File: src/rtl/msbuf_pkg.sv
package msbuf_pkg;

   // default sizes
   localparam int TOTAL_SLOTS_DEF = 16;
   localparam int STACK_COUNT_DEF = 4;
   localparam int DATA_WIDTH_DEF  = 32;

   // fixed field widths
   localparam int ID_W     = 2;
   localparam int VALUE_W  = 32;
   localparam int STATUS_W = 2;

   // operation codes
   localparam logic OP_PUSH = 1'b0;
   localparam logic OP_POP  = 1'b1;

   // result status codes
   localparam logic [STATUS_W-1:0] ST_OK        = 2'd0;
   localparam logic [STATUS_W-1:0] ST_OVERFLOW  = 2'd1;
   localparam logic [STATUS_W-1:0] ST_UNDERFLOW = 2'd2;

   // controller to datapath commands
   typedef struct packed {
      logic accept;   // capture request, read stack top
      logic lookup;   // pick slot, read link and data
      logic commit;   // write back, load result register
   } cmd_type;

endpackage

File: src/rtl/msbuf_ctrl.sv
module msbuf_ctrl (
   input  logic              clock,
   input  logic              reset,
   input  logic              req_valid,
   output logic              req_ready,
   output logic              rsp_valid,
   input  logic              rsp_ready,
   output msbuf_pkg::cmd_type cmd
);

   localparam logic [1:0] S_IDLE   = 2'd0;
   localparam logic [1:0] S_LOOKUP = 2'd1;
   localparam logic [1:0] S_COMMIT = 2'd2;

   logic [1:0] state_ff;
   logic [1:0] state_in;
   logic       rsp_valid_ff;
   logic       rsp_valid_in;
   logic       out_free;

   assign req_ready = (state_ff == S_IDLE);
   assign rsp_valid = rsp_valid_ff;
   // result register can take a new word
   assign out_free  = !rsp_valid_ff || rsp_ready;

   // command decode and next state
   always_comb begin
      state_in   = state_ff;
      cmd.accept = 1'b0;
      cmd.lookup = 1'b0;
      cmd.commit = 1'b0;
      case (state_ff)
         S_IDLE: begin
            if (req_valid) begin
               cmd.accept = 1'b1;
               state_in   = S_LOOKUP;
            end
         end
         S_LOOKUP: begin
            cmd.lookup = 1'b1;
            state_in   = S_COMMIT;
         end
         S_COMMIT: begin
            if (out_free) begin
               cmd.commit = 1'b1;
               state_in   = S_IDLE;
            end
         end
         default: begin
            state_in = S_IDLE;
         end
      endcase
   end

   // result valid flag
   always_comb begin
      rsp_valid_in = rsp_valid_ff;
      if (cmd.commit) begin
         rsp_valid_in = 1'b1;
      end else if (rsp_ready) begin
         rsp_valid_in = 1'b0;
      end
   end

   always_ff @(posedge clock) begin
      if (reset) begin
         state_ff     <= S_IDLE;
         rsp_valid_ff <= 1'b0;
      end else begin
         state_ff     <= state_in;
         rsp_valid_ff <= rsp_valid_in;
      end
   end

endmodule

File: src/rtl/msbuf_datapath.sv
module msbuf_datapath #(
   parameter int TOTAL_SLOTS = msbuf_pkg::TOTAL_SLOTS_DEF,
   parameter int STACK_COUNT = msbuf_pkg::STACK_COUNT_DEF,
   parameter int DATA_WIDTH  = msbuf_pkg::DATA_WIDTH_DEF
) (
   input  logic                                   clock,
   input  logic                                   reset,
   input  msbuf_pkg::cmd_type                     cmd,
   input  logic                                   req_op,
   input  logic [msbuf_pkg::ID_W-1:0]             req_stack_id,
   input  logic signed [msbuf_pkg::VALUE_W-1:0]   req_push_value,
   output logic signed [msbuf_pkg::VALUE_W-1:0]   rsp_pop_value,
   output logic [msbuf_pkg::STATUS_W-1:0]         rsp_status
);

   // link codes hold a slot index or none (TOTAL_SLOTS)
   localparam int LINK_W = $clog2(TOTAL_SLOTS + 1);
   localparam int SLOT_W = $clog2(TOTAL_SLOTS);
   localparam int STK_W  = (STACK_COUNT > 1) ? $clog2(STACK_COUNT) : 1;
   localparam logic [LINK_W-1:0] SLOT_NONE = LINK_W'(TOTAL_SLOTS);

   // slot and stack memories
   logic [DATA_WIDTH-1:0]  data_mem [TOTAL_SLOTS];
   logic [LINK_W-1:0]      link_mem [TOTAL_SLOTS];
   logic [LINK_W-1:0]      top_mem  [STACK_COUNT];
   logic [STACK_COUNT-1:0] top_vld_ff;

   // request capture
   logic                  op_ff;
   logic                  stk_ok_ff;
   logic [STK_W-1:0]      idx_ff;
   logic [DATA_WIDTH-1:0] value_ff;
   logic [DATA_WIDTH-1:0] value_trim;
   logic [STK_W-1:0]      req_idx;

   // registered memory reads
   logic [LINK_W-1:0]     top_rd_ff;
   logic                  top_rd_vld_ff;
   logic [LINK_W-1:0]     link_rd_ff;
   logic [DATA_WIDTH-1:0] data_rd_ff;

   // lookup results
   logic [LINK_W-1:0]     top_now;
   logic [LINK_W-1:0]     slot_sel;
   logic [LINK_W-1:0]     slot_ff;
   logic [LINK_W-1:0]     top_ff;
   logic                  fail_ff;
   logic                  fresh_ff;

   // free list: chained slots, then the never-used slots from fill_ff upward
   logic [LINK_W-1:0]     free_head_ff;
   logic [LINK_W-1:0]     free_head_in;
   logic [LINK_W-1:0]     fill_ff;
   logic [LINK_W-1:0]     fill_in;
   logic [LINK_W-1:0]     link_val;
   logic [SLOT_W-1:0]     slot_addr;
   logic [SLOT_W-1:0]     wr_addr;

   // result register
   logic signed [msbuf_pkg::VALUE_W-1:0] pop_value_ff;
   logic [msbuf_pkg::STATUS_W-1:0]       status_ff;
   logic [msbuf_pkg::VALUE_W-1:0]        data_ext;

   assign req_idx = STK_W'(req_stack_id);

   // fit push value to the slot width, and slot word back to 32 bits
   generate
      if (DATA_WIDTH <= msbuf_pkg::VALUE_W) begin : g_trim_narrow
         assign value_trim = req_push_value[DATA_WIDTH-1:0];
      end else begin : g_trim_wide
         assign value_trim = {{(DATA_WIDTH - msbuf_pkg::VALUE_W){1'b0}}, req_push_value};
      end
      if (DATA_WIDTH >= msbuf_pkg::VALUE_W) begin : g_ext_wide
         assign data_ext = data_rd_ff[msbuf_pkg::VALUE_W-1:0];
      end else begin : g_ext_narrow
         assign data_ext = {{(msbuf_pkg::VALUE_W - DATA_WIDTH){data_rd_ff[DATA_WIDTH-1]}},
                            data_rd_ff};
      end
   endgenerate

   // lookup stage: resolve top and pick the slot
   assign top_now   = top_rd_vld_ff ? top_rd_ff : SLOT_NONE;
   assign slot_sel  = (op_ff == msbuf_pkg::OP_PUSH) ? free_head_ff : top_now;
   assign slot_addr = slot_sel[SLOT_W-1:0];
   assign wr_addr   = slot_ff[SLOT_W-1:0];

   // a never-used slot links to the next index
   assign link_val  = fresh_ff ? (slot_ff + LINK_W'(1)) : link_rd_ff;

   // request capture and pipeline registers
   always_ff @(posedge clock) begin
      if (cmd.accept) begin
         op_ff     <= req_op;
         stk_ok_ff <= (32'(req_stack_id) < STACK_COUNT);
         idx_ff    <= req_idx;
         value_ff  <= value_trim;
      end
      if (cmd.lookup) begin
         slot_ff  <= slot_sel;
         top_ff   <= top_now;
         fail_ff  <= !stk_ok_ff || (slot_sel == SLOT_NONE);
         fresh_ff <= (slot_sel >= fill_ff);
      end
   end

   // stack top memory
   always_ff @(posedge clock) begin
      if (cmd.accept) begin
         top_rd_ff <= top_mem[req_idx];
      end
      if (cmd.commit && !fail_ff) begin
         if (op_ff == msbuf_pkg::OP_PUSH) begin
            top_mem[idx_ff] <= slot_ff;
         end else begin
            top_mem[idx_ff] <= link_val;
         end
      end
   end

   // top valid bits: cleared at reset, an invalid top reads as empty
   always_ff @(posedge clock) begin
      if (reset) begin
         top_vld_ff    <= '0;
         top_rd_vld_ff <= 1'b0;
      end else begin
         if (cmd.accept) begin
            top_rd_vld_ff <= top_vld_ff[req_idx];
         end
         if (cmd.commit && !fail_ff) begin
            top_vld_ff[idx_ff] <= 1'b1;
         end
      end
   end

   // slot link and data memories
   always_ff @(posedge clock) begin
      if (cmd.lookup) begin
         link_rd_ff <= link_mem[slot_addr];
         data_rd_ff <= data_mem[slot_addr];
      end
      if (cmd.commit && !fail_ff) begin
         if (op_ff == msbuf_pkg::OP_PUSH) begin
            link_mem[wr_addr] <= top_ff;
            data_mem[wr_addr] <= value_ff;
         end else begin
            link_mem[wr_addr] <= free_head_ff;
         end
      end
   end

   // free head and fill count
   always_comb begin
      free_head_in = free_head_ff;
      fill_in      = fill_ff;
      if (cmd.commit && !fail_ff) begin
         if (op_ff == msbuf_pkg::OP_PUSH) begin
            free_head_in = link_val;
            if (fresh_ff) begin
               fill_in = fill_ff + LINK_W'(1);
            end
         end else begin
            free_head_in = slot_ff;
         end
      end
   end

   always_ff @(posedge clock) begin
      if (reset) begin
         free_head_ff <= '0;
         fill_ff      <= '0;
      end else begin
         free_head_ff <= free_head_in;
         fill_ff      <= fill_in;
      end
   end

   // result word
   always_ff @(posedge clock) begin
      if (cmd.commit) begin
         if (fail_ff) begin
            pop_value_ff <= '0;
            status_ff    <= (op_ff == msbuf_pkg::OP_POP) ? msbuf_pkg::ST_UNDERFLOW
                                                         : msbuf_pkg::ST_OVERFLOW;
         end else begin
            pop_value_ff <= (op_ff == msbuf_pkg::OP_POP) ? signed'(data_ext) : '0;
            status_ff    <= msbuf_pkg::ST_OK;
         end
      end
   end

   assign rsp_pop_value = pop_value_ff;
   assign rsp_status    = status_ff;

endmodule

File: src/rtl/multi_stack_shared_buffer_core.sv
// A word accepted in idle passes the lookup and commit states; the commit writes back
// and loads the result word. A new word is taken only once the last is written back;
// the top read, link read and write back form a serial read-modify-write over memory.
// A result held by rsp_ready low stalls the write back until the word is taken.
// Reset (synchronous, active high) empties all stacks at once; no clearing pass.
module multi_stack_shared_buffer_core #(
   parameter int TOTAL_SLOTS = msbuf_pkg::TOTAL_SLOTS_DEF,
   parameter int STACK_COUNT = msbuf_pkg::STACK_COUNT_DEF,
   parameter int DATA_WIDTH  = msbuf_pkg::DATA_WIDTH_DEF
) (
   input  logic                                   clock,
   input  logic                                   reset,
   input  logic                                   req_valid,
   output logic                                   req_ready,
   input  logic                                   req_op,
   input  logic [msbuf_pkg::ID_W-1:0]             req_stack_id,
   input  logic signed [msbuf_pkg::VALUE_W-1:0]   req_push_value,
   output logic                                   rsp_valid,
   input  logic                                   rsp_ready,
   output logic signed [msbuf_pkg::VALUE_W-1:0]   rsp_pop_value,
   output logic [msbuf_pkg::STATUS_W-1:0]         rsp_status
);

   msbuf_pkg::cmd_type cmd;

   msbuf_ctrl u_ctrl (
      .clock     (clock),
      .reset     (reset),
      .req_valid (req_valid),
      .req_ready (req_ready),
      .rsp_valid (rsp_valid),
      .rsp_ready (rsp_ready),
      .cmd       (cmd)
   );

   msbuf_datapath #(
      .TOTAL_SLOTS (TOTAL_SLOTS),
      .STACK_COUNT (STACK_COUNT),
      .DATA_WIDTH  (DATA_WIDTH)
   ) u_datapath (
      .clock          (clock),
      .reset          (reset),
      .cmd            (cmd),
      .req_op         (req_op),
      .req_stack_id   (req_stack_id),
      .req_push_value (req_push_value),
      .rsp_pop_value  (rsp_pop_value),
      .rsp_status     (rsp_status)
   );

endmodule

File: config.mk
export PLATFORM = sky130hd
export DESIGN_NAME = multi_stack_shared_buffer_core
export DESIGN_NICKNAME = d
export VERILOG_FILES = /design/src/rtl/msbuf_pkg.sv /design/src/rtl/msbuf_ctrl.sv /design/src/rtl/msbuf_datapath.sv /design/src/rtl/multi_stack_shared_buffer_core.sv
export SDC_FILE = /design/constraint.sdc
export NUM_CORES = 1
export LEC_CHECK = 0
export BUFFER_PORTS_ARGS = -buffer_cell sky130_fd_sc_hd__buf_2
export CORE_MARGIN = 4
export CORE_UTILIZATION = 50
export CTS_BUF_LIST = sky130_fd_sc_hd__clkbuf_8
export DETAILED_ROUTE_END_ITERATION = 12
export GPL_ROUTABILITY_DRIVEN = 0
export PLACE_DENSITY = 0.64
export SETUP_SLACK_MARGIN = 0.1
export SKIP_LAST_GASP = 1
export SYNTH_ARGS = -nofsm -noshare
export SYNTH_HDL_FRONTEND = slang
export SYNTH_HIERARCHICAL = 1
export SYNTH_SLANG_ARGS = --single-unit
File: constraint.sdc
create_clock -name clock -period 8 [get_ports clock]
set_input_delay 0.4 -clock clock [delete_from_list [all_inputs] [get_ports clock]]
set_output_delay 0.4 -clock clock [all_outputs]
set_load 0.005 [all_outputs]
; Yosys cells after proc, flatten, opt, wreduce, memory -nomap -nowiden
; Memories as Yosys holds them, arrays and structs flattened. A register that Yosys moved wholly into a read port is not among the register bits.
; Cells that the tools add are included.
[classes]
n_lt_le_gt_ge = 4
addsub = 2
n_mux = 27
n_bitwise = 4
reduce_logical = 10
n_eq_ne = 5
[op_table]
columns = operator, count
row1 = $mux W5, 6
row2 = $mux W1, 15
row3 = $add A5 B1 Y5 const B, 2
row4 = $lt A2 B3 Y1 const B, 2
row5 = $mux W2, 3
row6 = $pmux W2 S3, 1
row7 = $eq A5 B5 Y1 const B, 1
row8 = $ge A5 B5 Y1, 1
row9 = $or A4 B4 Y4, 1
row10 = $reduce_and A3 Y1, 1
row11 = $bmux W1 S2, 1
row12 = $demux W1 S2, 1
row13 = $eq A2 B1 Y1 const B, 1
row14 = $eq A2 B2 Y1 const B, 1
row15 = $ge A2 B1 Y1 const B, 1
row16 = $logic_and A1 B1 Y1, 2
row17 = $logic_not A1 Y1, 2
row18 = $logic_not A2 Y1, 1
row19 = $ne A2 B1 Y1 const B, 1
row20 = $ne A2 B2 Y1 const B, 1
row21 = $or A1 B1 Y1, 2
row22 = $reduce_and A2 Y1, 1
row23 = $reduce_bool A2 Y1, 1
row24 = $reduce_or A2 Y1, 1
row25 = 2 further kinds, 2
[totals]
out_inout_bits = 36
reg_bits = 99
in_bits = 39
word_cells = 70
mem_bits_rw = 612
mem_count = 3
[memory_table]
columns = memory, words, width, rd, rd_ports_with_merged_regs, write_ports, line
row1 = u_datapath.data_mem, 16, 32, 1, 1, 1, msbuf_datapath.sv:23  ; logic [DATA_WIDTH-1:0] data_mem [TOTAL_SLOTS];
row2 = u_datapath.link_mem, 16, 5, 1, 1, 1, msbuf_datapath.sv:24  ; logic [LINK_W-1:0] link_mem [TOTAL_SLOTS];
row3 = u_datapath.top_mem, 4, 5, 1, 1, 1, msbuf_datapath.sv:25  ; logic [LINK_W-1:0] top_mem [STACK_COUNT];

; Depth between registers and ports, before layout
; Gate-level depths: netlist (run 1).
[depth]
depth_word = 8
mapped_depth = 9
mapped_depth_nobuf = 8

; Hierarchy
; The synthesis (run 1) kept the hierarchy.
[modules_own_cells]
columns = mod, n_inst, cells_per_inst, area_each_um2
row1 = msbuf_datapath, 1, 1360, 28212.1
row2 = msbuf_ctrl, 1, 14, 146.4

; Worst setup path after synthesis (run 1)
; OpenSTA, ideal clock, no wires.
[synth_timing]
kind = input to register
startpoint = in rsp_ready
endpoint = mem u_datapath/data_mem[13][0] (netlist name) (enable)
arrival_ps = 4006
required_time_ps = 7539
setup_ps = 461
slack_ps = 3533
cell_stages = 8
cell_sequence = nand2b_1 nor2b_1 buf_4 nor2b_1 clkbuf_1 clkbuf_1 nand2_1 nor3_1
[synth_rtl]
columns = element, line
row1 = "start, declared", multi_stack_shared_buffer_core.sv:19  ; input logic rsp_ready,
row2 = "end, declared", msbuf_datapath.sv:23

==> results of run 1 <==
## per-stage QoR
| stage | setup slack, ns | instances | power (mW) |
|---|---|---|---|
| global placement | 4.12 | 2170 | 4.66 |
| finish | 3.93 | 2409 | 7.56 |
| floorplan | 3.53 | 1374 | 4.58 |
| detailed placement | 3.95 | 2170 | 4.66 |
| CTS | 3.91 | 2408 | 7.66 |
| global route | 3.73 | 2409 | 7.85 |
## placed cells by master (no fill, tap or decap), types with 4 or more instances in the layout
| master | n |
|---|---|
| mux2i_1 | 4 |
| inv_1 | 29 |
| dlygate4sd3_1 | 34 |
| nor3_1 | 8 |
| nor2_1 | 37 |
| nor2b_1 | 5 |
| xnor2_1 | 5 |
| and2_1 | 37 |
| a21oi_1 | 7 |
| dfxtp_1 | 18 |
| nor3_2 | 4 |
| nand3_1 | 5 |
| nor2_4 | 12 |
| mux4_2 | 154 |
| edfxtp_1 | 735 |
| mux2_2 | 6 |
| clkbuf_8 | 119 |
| nand2_1 | 170 |
| nand2b_1 | 8 |
| buf_4 | 28 |
| clkinv_2 | 13 |
| o21ai_0 | 8 |
| ha_1 | 8 |
| bufinv_16 | 6 |
| clkinv_1 | 42 |
| buf_2 | 74 |
| nand4_1 | 40 |
## routing by layer
layer / vias to the layer above / wire length [um] / GRT usage
met5: - / 0 / 0
met4: 0 / 994 / 0.0499
met3: 84 / 3550 / 0.0430
met2: 422 / 28600 / 0.316
met1: 7207 / 25800 / 0.284
li1: 5911 / - / -
## state kept, by name, indices dropped and copies added (netlist names)
register / count
u_datapath/top_rd_ff: 5
u_datapath/fill_ff: 5
u_datapath/fresh_ff: 1
u_datapath/fail_ff: 1
u_datapath/slot_ff: 5
u_datapath/free_head_ff: 5
u_datapath/data_mem: 512
u_ctrl/state_ff: 2
u_datapath/top_mem: 20
u_datapath/rsp_pop_value: 32
u_datapath/top_ff: 5
u_datapath/data_ext: 32
u_datapath/link_rd_ff: 5
u_datapath/value_ff: 32
u_ctrl/rsp_valid: 1
u_datapath/top_rd_vld_ff: 1
u_datapath/op_ff: 1
u_datapath/idx_ff: 2
u_datapath/link_mem: 80
u_datapath/rsp_status: 2
u_datapath/top_vld_ff: 4
## kinds of logic after synthesis
logic type               count (synthesis)  share of synthesized area
XOR/XNOR                                 5                    0.00154
adder cells (fa/ha/maj)                 10                    0.00424
flip-flops                             753                      0.791
multiplexers                           165                      0.126
buffers and inverters                   70                     0.0141
AND/OR/NAND/NOR                        340                     0.0557
AO/OA/AOI/OAI                           31                    0.00693
## final cells by class
| type | count | area, um2 |
|---|---|---|
| Clock inverter | 85 | 500 |
| Multi-Input combinational cell | 551 | 5720 |
| Inverter | 8 | 37.5 |
| Tap cell | 756 | 946 |
| Timing Repair Buffer | 136 | 921 |
| Antenna cell | 1 | 2.50 |
| Clock buffer | 119 | 1640 |
| Fill cell | 4177 | 24100 |
| Sequential cell | 753 | 22400 |
## repair_timing
action	CTS	global route
hold endpoints to repair	34	0
setup endpoints to repair	0	0
setup buffers	0	0
hold buffers	34	0
## critical path, cell delays in order, from the launching register on
cell      delay, ns
dfxtp_1        0.36
nand2b_1       0.23
nor2b_4        0.13
buf_4          0.55
nor2b_1        0.87
nand2_1        0.52
nor2_4         0.53
buf_4          0.49
## path summary, 6_finish.rpt
kind | cells past startpoint | slack, ns | endpoint
max reg2reg | 7 | 3.93 | u_datapath/data_mem[4][10]
min reg2reg | 2 | 0.47 | u_datapath/free_head_ff[4]
min | 1 | 0.06 | u_datapath/idx_ff[1]
max | 7 | 3.93 | u_datapath/data_mem[4][10]
## power groups by stage
| stage | Sequential (mW) | Clock [mW] | Combinational (mW) |
|---|---|---|---|
| floorplan | 4.49 | 0 | 0.0892 |
| global placement | 4.51 | 0 | 0.145 |
| detailed placement | 4.51 | 0 | 0.148 |
| CTS | 4.43 | 3.06 | 0.161 |
| global route | 4.44 | 3.24 | 0.173 |
| finish | 4.43 | 2.97 | 0.157 |
==> results, run 1 <==
- 75 I/O pins were placed.
- The analysis attributes to net switching a power of roughly 1.6 mW.
- The tree built by TritonCTS fans out to 753 sinks.
- In this run the worst setup path begins at u_ctrl/state_ff[0].
- Sorting the synthesized cells by area gives the leading types as edfxtp_1, mux4_2, nand2_1.
- Once placement finished, the instance area stood at around 30000 um2.
- For this block, the via count after detailed routing is ~14000.
- The cell leakage power is a little over 10 nW.
- The number of flip-flops and latches in the synthesized netlist is 753.
- The count of final max-slew check failures is 0.
- After detailed routing, the average wire length per cell comes to 24.5 um.
- The worst endpoint data arrival time is about 4.4 ns.
- The flow ran to the end, and the final reports show no timing, DRC or antenna violations.
- The clock latency of the later-clocked register in the worst-skew pair is about 0.69 ns.
- The number of clock buffers inserted by TritonCTS is between 100 and 150.
- The count of nets left with antenna violations once routing finished came out at 0.
- In the post-synthesis netlist, the cell with the most instances is edfxtp_1.
- The critical path class is register to register.
- Dividing total power by cell area gives a power density of ~230 nW/um2.
- Of the total power, combinational logic draws 0.021.
- The starting density of the core is 0.504.
- The number of global-route vias before repair is 14100.
- For this run, the total global-route usage over all layers was measured as 0.198.
- The biggest area contributor in the post-synthesis netlist is edfxtp_1.
- After routing the design area is 32200 um2.
- Of the cells placed in the final design, the portion with a size suffix greater than 1 is 0.261.
- Of the total power, the clock network draws 0.393.
- On the final layout, the worst hold slack is 0.0619 ns.
- The largest fanout on the critical path is 36.
- The CTS tree is yes.
- The startpoint of the worst register-to-register path is u_ctrl/state_ff[0].
- The overall die area is 60600 um2.
- The via count normalized by instance count is around 5.7.
- The synthesized area divided by synthesized cell count is slightly above 20 um2.
- The number of remaining DRC errors is 0.
- Cell internal power was estimated by the tool at 6.00 mW.
- The utilization after layout is 0.572.
- The predominant post-synthesis flop cell is edfxtp_1.
- The part of the total power dissipated in sequential elements is 0.586.
- Ranked by instance count, the synthesized netlist is headed by edfxtp_1, nand2_1, mux4_2, nor2_1, nand4_1.
- The slew at the pin closest to its max-slew limit is 1.12 ns.
- In this run the standard cell core region covers around 56000 um2.
- The number of hold-slack violations in the final timing report was 0.
- After the first detailed-routing iteration, the DRC count stood at around 1200.
- The wire length of the first global-routing pass is 89000 um.
- Summed over all nets, the half-perimeter wirelength after detailed placement is 31100 um.
- The number of iterations in the first detailed-routing pass is 5.
- Dividing the final minimum period by the clock period gives 0.509.
- The sequential-to-total area share from yosys stat is 0.791.
- The largest voltage drop on the vdd net is 156 uV.
- The worst clock skew is ~0.021 ns.
- The origin of the worst min-delay path is req_stack_id[1].
- STA classifies the critical path startpoint as a register.
- The synthesized netlist cell count is 1374.
- Of the post-synthesis cell area, the dominant cell type holds 0.778.
- The clock tree root buffer cell is clkbuf_8.
- The maximum level of the CTS H-tree is 3.
- Gates resized during post-CTS repair numbered 0.
- The worst pin sits at a relative slew slack of 0.255.
- The total congestion overflow is 0.
- The total nets after synthesis is approximately 1400.
- The width of the die is ~250 um.
- Summed over all failing endpoints, the final setup total negative slack is 0 ns.
- The initial antenna violation count is 1.
- After synthesis, the netlist uses 43 different library cells.
- The number of max-capacitance violations reported is 0.
- The maximum count of clock buffers along a single path is 3.
- After the last flow step, the layout net total stands at ~1600.
- The wire length after detailed routing is 58900 um.
- Of the total power, the share spent switching nets is 0.206.
- The data required time at the worst endpoint is between 8 and 9 ns.
- The number of synthesis warnings is 6.
- Setup repair after global routing left no endpoint under its margin.
- The pin count of the biggest net entering global routing is 96.
- The sort of element at the end of the critical path is a register.
- The number of cell rows is a little under 90.
- After clock tree synthesis, the clock-pin slew on the worst setup and hold paths is 0.06 ns.
- Yosys mapped a number of flops with a built-in enable equal to between 700 and 800.
- In the synthesized netlist the async set-or-reset flop fraction comes to 0.
- The cell area that synthesis handed to floorplanning was ~28000 um2.
- Setup violations remaining at the end of the flow were counted as 0.
- The final critical path time including I/O delays and setup is about 4 ns.
- The maximum achievable frequency is 0.246 GHz.
- The count of input and output buffers is 74.
- The die is ~250 um tall.
- The area growth from synthesis to layout is 13.5%.
- The type of the tightest min-delay check is input port to register.
Power figures use the tool's default switching activity.
==> inputs of run 2 (changes only) <==
ABC_AREA = 1   (was default)
clock period = 4.2 ns   (was 8 ns; I/O delays follow)
==> run 2 against run 1 <==
Net effect:
- non-clock buffer count increased by 21
- critical path depth rose by 3
- register-to-register slack worse by 2.8 ns
- global-route usage grew 3.0 points
- largest cell class unchanged
- highest routed layer unchanged
==> results, run 2 <==
- The share of synthesized flip-flops with an asynchronous set or reset is 0 (unchanged).
- The number of hold-slack violations in the final timing report is 0 (unchanged).
- The synthesized area divided by synthesized cell count is 10.7 um2 (-48%).
- The number of distinct library cells after synthesis is 32 (-26%).
- The overall die area is 68900 um2 (+14%).
- The post-cts repair resize count is 0 (unchanged).
- The maximum count of clock buffers along a single path came to 3 (unchanged).
- The clock tree root buffer cell is clkbuf_8.
- The library cell used most frequently in the layout, excluding fill and tap cells, is edfxtp_1.
- The predominant post-synthesis flop cell is edfxtp_1.
- The post-layout worst setup margin is 1.08 ns (-2.85 ns).
- The type of the tightest min-delay check is input port to register.
- The cell leakage power is 15.3 nW (+51%).
- The sort of element at the end of the critical path is a register.
- The clock latency of the later-clocked register in the worst-skew pair is 0.72 ns (+0.03 ns).
- The largest fanout on the critical path came to 203 (+460%).
- The number of sinks handled by clock tree synthesis was 753 (unchanged).
- The die height was 263 um (+6.7%).
- The total setup violations reported at the end of the flow came to 0 (unchanged).
- The worst endpoint data arrival time was 3.59 ns (-0.80 ns).
- The detailed router's first-iteration violation count is 2275 (+88%).
- The placed instance area was 33700 um2 (+14%).
- Setup repair after global routing left no endpoint under its margin.
- The area of all placed cells without fillers came to 36400 um2 (+13%).
- The number of routed nets with antenna violations is 0 (unchanged).
- The number of synthesis warnings is 6 (unchanged).
- The fraction of post-synthesis cell area in the top cell type by area is 0.681 (-0.0970).
- The data required time at the worst endpoint is 4.67 ns (-3.65 ns).
- Sorting the synthesized cells by area gives the leading types as edfxtp_1, nand3_1, inv_1.
- The largest registers in the layout are u_datapath/data_mem: 512 flops, u_datapath/link_mem: 80 flops.
- The area of the mapped netlist was 32400 um2 (+14%).
- The clock transition time at the flip-flop clock pins of the worst setup and hold paths is 0.07 ns (about the same).
- The wire length after detailed routing is 79800 um (+35%).
- The combined global-route utilization of all metal layers is 0.229 (+0.0305).
- Counting flops per register, the top entry is u_datapath/data_mem.
- The final critical-path share of the clock period was 0.743 (+0.234).
- The total power after layout came to 15.0 mW (+98%).
- The number of global-route vias before repair was 21300 (+51%).
- The synthesized netlist cell count is 3017 (+120%).
- The post-layout net count is 3183 (+97%).
- The number of vias in the routed layout came to 21600 (+58%).
- The maximum level of the CTS H-tree is 3 (unchanged).
- The sum of negative setup slack came to 0 ns (unchanged).
- The worst slack at placement is 1.08 ns (-2.86 ns).
- The via count normalized by instance count is 5.28 (-6.7%).
- The starting density of the core is 0.503 (about the same).
- The count of final max-slew check failures is 0 (unchanged).
- The HPWL after detailed placement is 40200 um (+29%).
- The worst clock skew is 0.0278 ns (+0.00657 ns).
- The fraction of final layout cells with drive strength greater than 1 came to 0.0985 (-0.162).
- The top cell types in the final layout, fill and taps aside, are edfxtp_1, inv_1, nand3_1.
- The most common cell in the synthesized netlist is edfxtp_1.
- The wire length of the first global-routing pass came to 123000 um (+38%).
- The slew at the pin closest to its max-slew limit was 1.06 ns (-0.0539 ns).
- The pin count of the biggest net entering global routing is 204 (+110%).
- The number of cell rows is 93 (+6.9%).
- The headroom to the max-slew limit is 0.291 (+0.0359).
- The number of remaining DRC errors was 0 (unchanged).
- The count of input and output buffers is 74 (unchanged).
- The sequential-to-total area share from yosys stat is 0.692 (-0.0986).
- The total nets after synthesis came to 3064 (+120%).
- The number of enable-type register cells in the synthesized netlist is 735 (unchanged).
- Counting instances in the post-synthesis netlist gives the leading cell types as edfxtp_1, nand3_1, inv_1, nand2_1, buf_2.
- The average routed wire per standard cell came to 19.5 um (-20%).
- The initial antenna violation count is 1 (unchanged).
- The worst slack on hold paths is 0.200 ns (+0.138 ns).
- The number of clock buffers inserted by TritonCTS is 117 (+1.7%).
- The number of top-level pins is 75 (unchanged).
- The core area is 64300 um2 (+14%).
- The number of iterations in the first detailed-routing pass was 8 (+3).
- The flip-flop count of the largest register after layout is 512 (unchanged).
- The run finished with clean final reports.
- The critical path launch point type is a register.
- The width of the die is 263 um (+6.7%).
- The final critical path time including I/O delays and setup is 3.12 ns (-0.951 ns).
- The CTS tree is yes.
- Of all cell types, the one taking the most synthesized area is edfxtp_1.
- The largest voltage drop on the vdd net is 268 uV (+72%).
- Relative to the synthesized area, the layout overhead comes to 12.2%.
- The power per cell area was 412 nW/um2 (+75%).
- The post-layout instance count excluding filler cells is 4085 (+70%).
- The total congestion overflow is 0 (unchanged).
- The utilization after layout came to 0.565 (-0.00708).
- The placed cell count was 3832 (+77%).
- The maximum achievable frequency is 0.320 GHz (+30%).
- The critical path in this run is classified as register to register.
- The number of max-capacitance violations reported is 0 (unchanged).
- The number of flip-flops and latches in the synthesized netlist was 753 (unchanged).
## run 2: final cells by class
cell class	instances	area (um2)
sequential	753	22400
fill	5379	28000
timing repair buffer	157	1210
inverter	638	2400
antenna	2	5.00
tap	855	1070
clock buffer	124	1710
multi-input combinational	1469	7030
clock inverter	87	508
## run 2: logic make-up (layout without fill, tap and decap cells)
logic type	count (synthesis)	after routing	share of synthesized area
buf+inv	795	1006	0.0959
compound gates	54	54	0.00935
simple gates	1406	1406	0.199
other cells	0	2	0
fa+ha+maj	8	8	0.00309
xor+xnor	1	1	0.000270
flops	753	753	0.692
## run 2: path summary, 6_finish.rpt
path | from | end | slack (ns) | depth (start not counted)
worst max-delay path | u_datapath/op_ff | u_datapath/link_rd_ff[1] | 1.08 | 10
worst min-delay path | req_push_value[6] | u_datapath/value_ff[6] | 0.20 | 2
worst max register to register | u_datapath/op_ff | u_datapath/link_rd_ff[1] | 1.08 | 10
worst min register to register | u_datapath/top_vld_ff[2] | u_datapath/top_vld_ff[2] | 0.49 | 2
## run 2: worst max-delay path, stage by stage (launching register included)
cell,delay [ns]
edfxtp_1,0.66
inv_2,0.24
nand2_8,0.39
buf_12,0.71
nand3_1,0.16
nand3_1,0.14
nand2_1,0.07
nand2_1,0.08
nand2_1,0.08
inv_1,0.06
nand2_1,0.04
## run 2: timing repair
action,4_1_cts,5_1_grt
setup endpoints to repair,0,0
endpoints found under the hold margin,51,0
hold buffers,40,0
setup buffers,0,0
## run 2: report_power, final
part | internal [mW] | switching (mW)
logic | 0.210 | 0.484
registers | 8.35 | 0.105
clock network | 3.03 | 2.79
## run 2: layer usage
layer  vias to the layer above  GRT usage  routed length, um
li1                      10200          -                  -
met1                     10400      0.314              33700
met2                       835      0.376              37700
met3                       174     0.0384               6160
met4                         0     0.0758               2240
met5                         -          0                  0
==> inputs of run 3 (changes only) <==
PLACE_DENSITY = 0.67   (was 0.64)
clock period = 2.63 ns   (was 4.2 ns; I/O delays follow)
==> run 3 against run 2 <==
Net effect:
- cell area grew 1.9%
- power grew 57%
- first-iteration DRC count grew 12%
- global-route usage grew 0.24 points
- die area is the same
- maximum frequency grew 30%
- largest power group unchanged
==> results, run 3 (synthesis results as in run 2) <==
- The count of final max-slew check failures came to 0 (unchanged).
- The HPWL after detailed placement is 42200 um (+4.9%).
- The number of sinks handled by clock tree synthesis was 753 (unchanged).
- The power per cell area is 635 nW/um2 (+54%).
- TritonCTS built the clock tree.
- The number of logic stages on the critical path including buffering came to 11 (+1).
- The width of the die is 263 um (unchanged).
- The highest cell delay on the worst timing path is 0.51 ns (-0.20 ns).
- The number of routed nets with antenna violations is 0 (unchanged).
- STA classifies the critical path startpoint as a register.
- The signed area change from the synthesized netlist to the final layout is 14.3%.
- The number of cell rows is 93 (unchanged).
- The starting density of the core came to 0.503 (unchanged).
- The worst clock skew came to 0.0394 ns (+0.0116 ns).
- The worst slack at placement was 0.213 ns (-0.869 ns).
- The clock tree root buffer cell is clkbuf_8.
- The logic depth of the worst register-to-register path is 11 (+1).
- By startpoint and endpoint, the worst setup path is classified as register to register.
- The sum of negative setup slack is 0 ns (unchanged).
- The fraction of final layout cells with drive strength greater than 1 is 0.105 (+0.00627).
- In the final layout, the registers with the most flip-flops are u_datapath/data_mem: 512 flops, u_datapath/link_mem: 80 flops.
- The cell leakage power is 15.7 nW (+2.8%).
- The maximum level of the CTS H-tree is 3 (unchanged).
- The final critical-path share of the clock period is 0.912 (+0.168).
- The number of remaining DRC errors was 0 (unchanged).
- The overall die area is 68900 um2 (unchanged).
- The average routed wire per standard cell is 19.8 um (+1.2%).
- u_datapath/data_mem holds more flip-flops than any other register.
- The library cells used most frequently in the layout, excluding fill and tap cells, are edfxtp_1, inv_1, nand3_1.
- The number of clock buffers inserted by TritonCTS is 118 (+0.85%).
- The data required time at the worst endpoint came to 3.10 ns (-1.57 ns).
- The pin count of the biggest net entering global routing is 90 (-56%).
- The run finished with clean final reports.
- The clock latency of the later-clocked register in the worst-skew pair came to 0.75 ns (+0.03 ns).
- The sum of routed wire segments on met1 was 33100 um (-1.8%).
- The wire length of the first global-routing pass was 124000 um (+0.80%).
- The number of iterations in the first detailed-routing pass is 6 (-2).
- The maximum achievable frequency is 0.417 GHz (+30%).
- The count of input and output buffers is 74 (unchanged).
- In this design, the critical path's most frequently occurring cell is nand2_1.
- The via count normalized by instance count is 5.33 (+1.0%).
- The number of hold-slack violations in the final timing report is 0 (unchanged).
- The total congestion overflow came to 0 (unchanged).
- The number of top-level pins came to 75 (unchanged).
- The clock transition time at the flip-flop clock pins of the worst setup and hold paths was 0.06 ns (about the same).
- The min-delay analysis places its worst path in the category input port to register.
- In this run the top signal layer used is met4.
- The initial antenna violation count was 1 (unchanged).
- The signal on the critical path passes through buf_4, nand3_4, nand2_8, buf_12, nand2_1, nand3_1, nand2_1, nand2_1, nand2_1, inv_1, nand2_1.
- The headroom to the max-slew limit is 0.413 (+0.122).
- The detailed-routed wire length on met2 was 38900 um (+3.1%).
- The post-layout net count was 3219 (+1.1%).
- The final critical path time including I/O delays and setup is 2.40 ns (-0.724 ns).
- The post-layout worst setup margin came to 0.233 ns (-0.846 ns).
- The number of max-capacitance violations reported is 0 (unchanged).
- The detailed route wirelength on metal3 came to 6680 um (+8.5%).
- The slowest library cell on the worst path is edfxtp_1.
- The worst endpoint data arrival time was 2.87 ns (-0.72 ns).
- The largest fanout on the critical path is 40 (-80%).
- The number of global-route vias before repair is 21200 (-0.37%).
- The core area is 64300 um2 (unchanged).
- The worst setup path is captured at a register.
- The flip-flop count of the largest register after layout is 512 (unchanged).
- The worst hold path cell count was 2 (unchanged).
- The total setup violations reported at the end of the flow is 0 (unchanged).
- The post-cts repair resize count was 0 (unchanged).
- The die height is 263 um (unchanged).
- The number of vias in the routed layout is 22000 (+1.9%).
- The most frequent standard cell in the layout excluding fill and tap cells is edfxtp_1.
- The maximum count of clock buffers along a single path was 3 (unchanged).
- The detailed router's first-iteration violation count is 2545 (+12%).
- The sum of buffers and inverters on the critical path is 3 (unchanged).
- The combined global-route utilization of all metal layers is 0.231 (+0.00241).
- The wire length after detailed routing is 81500 um (+2.0%).
- Setup repair after global routing left no endpoint under its margin.
- Grouping stages by cell kind, the critical path spends the most delay in simple AND/OR/NAND/NOR gates.
- The largest voltage drop on the vdd net was 386 uV (+44%).
- The slew at the pin closest to its max-slew limit is 0.879 ns (-0.184 ns).
[run 3: cell count changes in the layout (fill, tap and decap cells not counted), moves of 4 or more]
cell and change:
nor3_2 -16, bufinv_16 -4, buf_12 +33, nor3_4 +16, clkbuf_8 -4, clkinv_2 -8
inv_1 +12
[run 3: stage by stage]
stage           util  power (mW)  hold slack (ns)  area (um2)  instances
5_1_grt        0.576        24.4           0.0759       37000       4120
3_3_place_gp   0.536        14.8            0.308       34500       3863
6_report       0.576        23.5           0.0979       37000       4120
2_1_floorplan      -        14.4            0.194       32600       3017
4_1_cts        0.575        23.7           0.0386       37000       4115
3_5_place_dp   0.536        14.9            0.310       34500       3863
[run 3: timing repair]
item,4_1_cts,5_1_grt
setup endpoints to repair,0,24
buffers inserted,0,4
hold buffers,40,0
endpoints found under the hold margin,62,0
[run 3: per-layer routing]
layer	up-vias	GRT usage
met4	0	0.0955
met2	998	0.384
met3	190	0.0402
met5	-	0
li1	10300	-
met1	10500	0.304
[run 3: worst register-to-register path, cell delays in order, from the launching register on]
cell and delay, ns:
edfxtp_1 0.51, buf_4 0.21, nand3_4 0.27, nand2_8 0.34, buf_12 0.26, nand2_1 0.14, nand3_1 0.09, nand2_1 0.08
nand2_1 0.07, nand2_1 0.06, inv_1 0.06, nand2_1 0.05
[run 3: final cells by class]
| class | instances | area, um2 |
|---|---|---|
| timing repair buffer | 192 | 1880 |
| antenna | 1 | 2.50 |
| tap | 855 | 1070 |
| multi-input combinational | 1469 | 7150 |
| fill | 5226 | 27300 |
| sequential | 753 | 22400 |
| inverter | 638 | 2410 |
| clock buffer | 120 | 1650 |
| clock inverter | 92 | 447 |
[run 3: final timing paths]
kind | start | to | slack [ns]
max reg2reg | u_datapath/op_ff | u_datapath/data_ext[17] | 0.23
max | u_datapath/op_ff | u_datapath/data_ext[17] | 0.23
min | req_push_value[11] | u_datapath/value_ff[11] | 0.1
min reg2reg | u_datapath/top_vld_ff[0] | u_datapath/top_vld_ff[0] | 0.48
[run 3: power breakdown]
group / switching [mW] / internal, mW / leakage [nW]
registers: 0.161 / 13.3 / 6.81
clock network: 4.52 / 4.34 / 1.24
logic: 0.794 / 0.381 / 7.64
total: 5.48 / 18.1 / 15.7
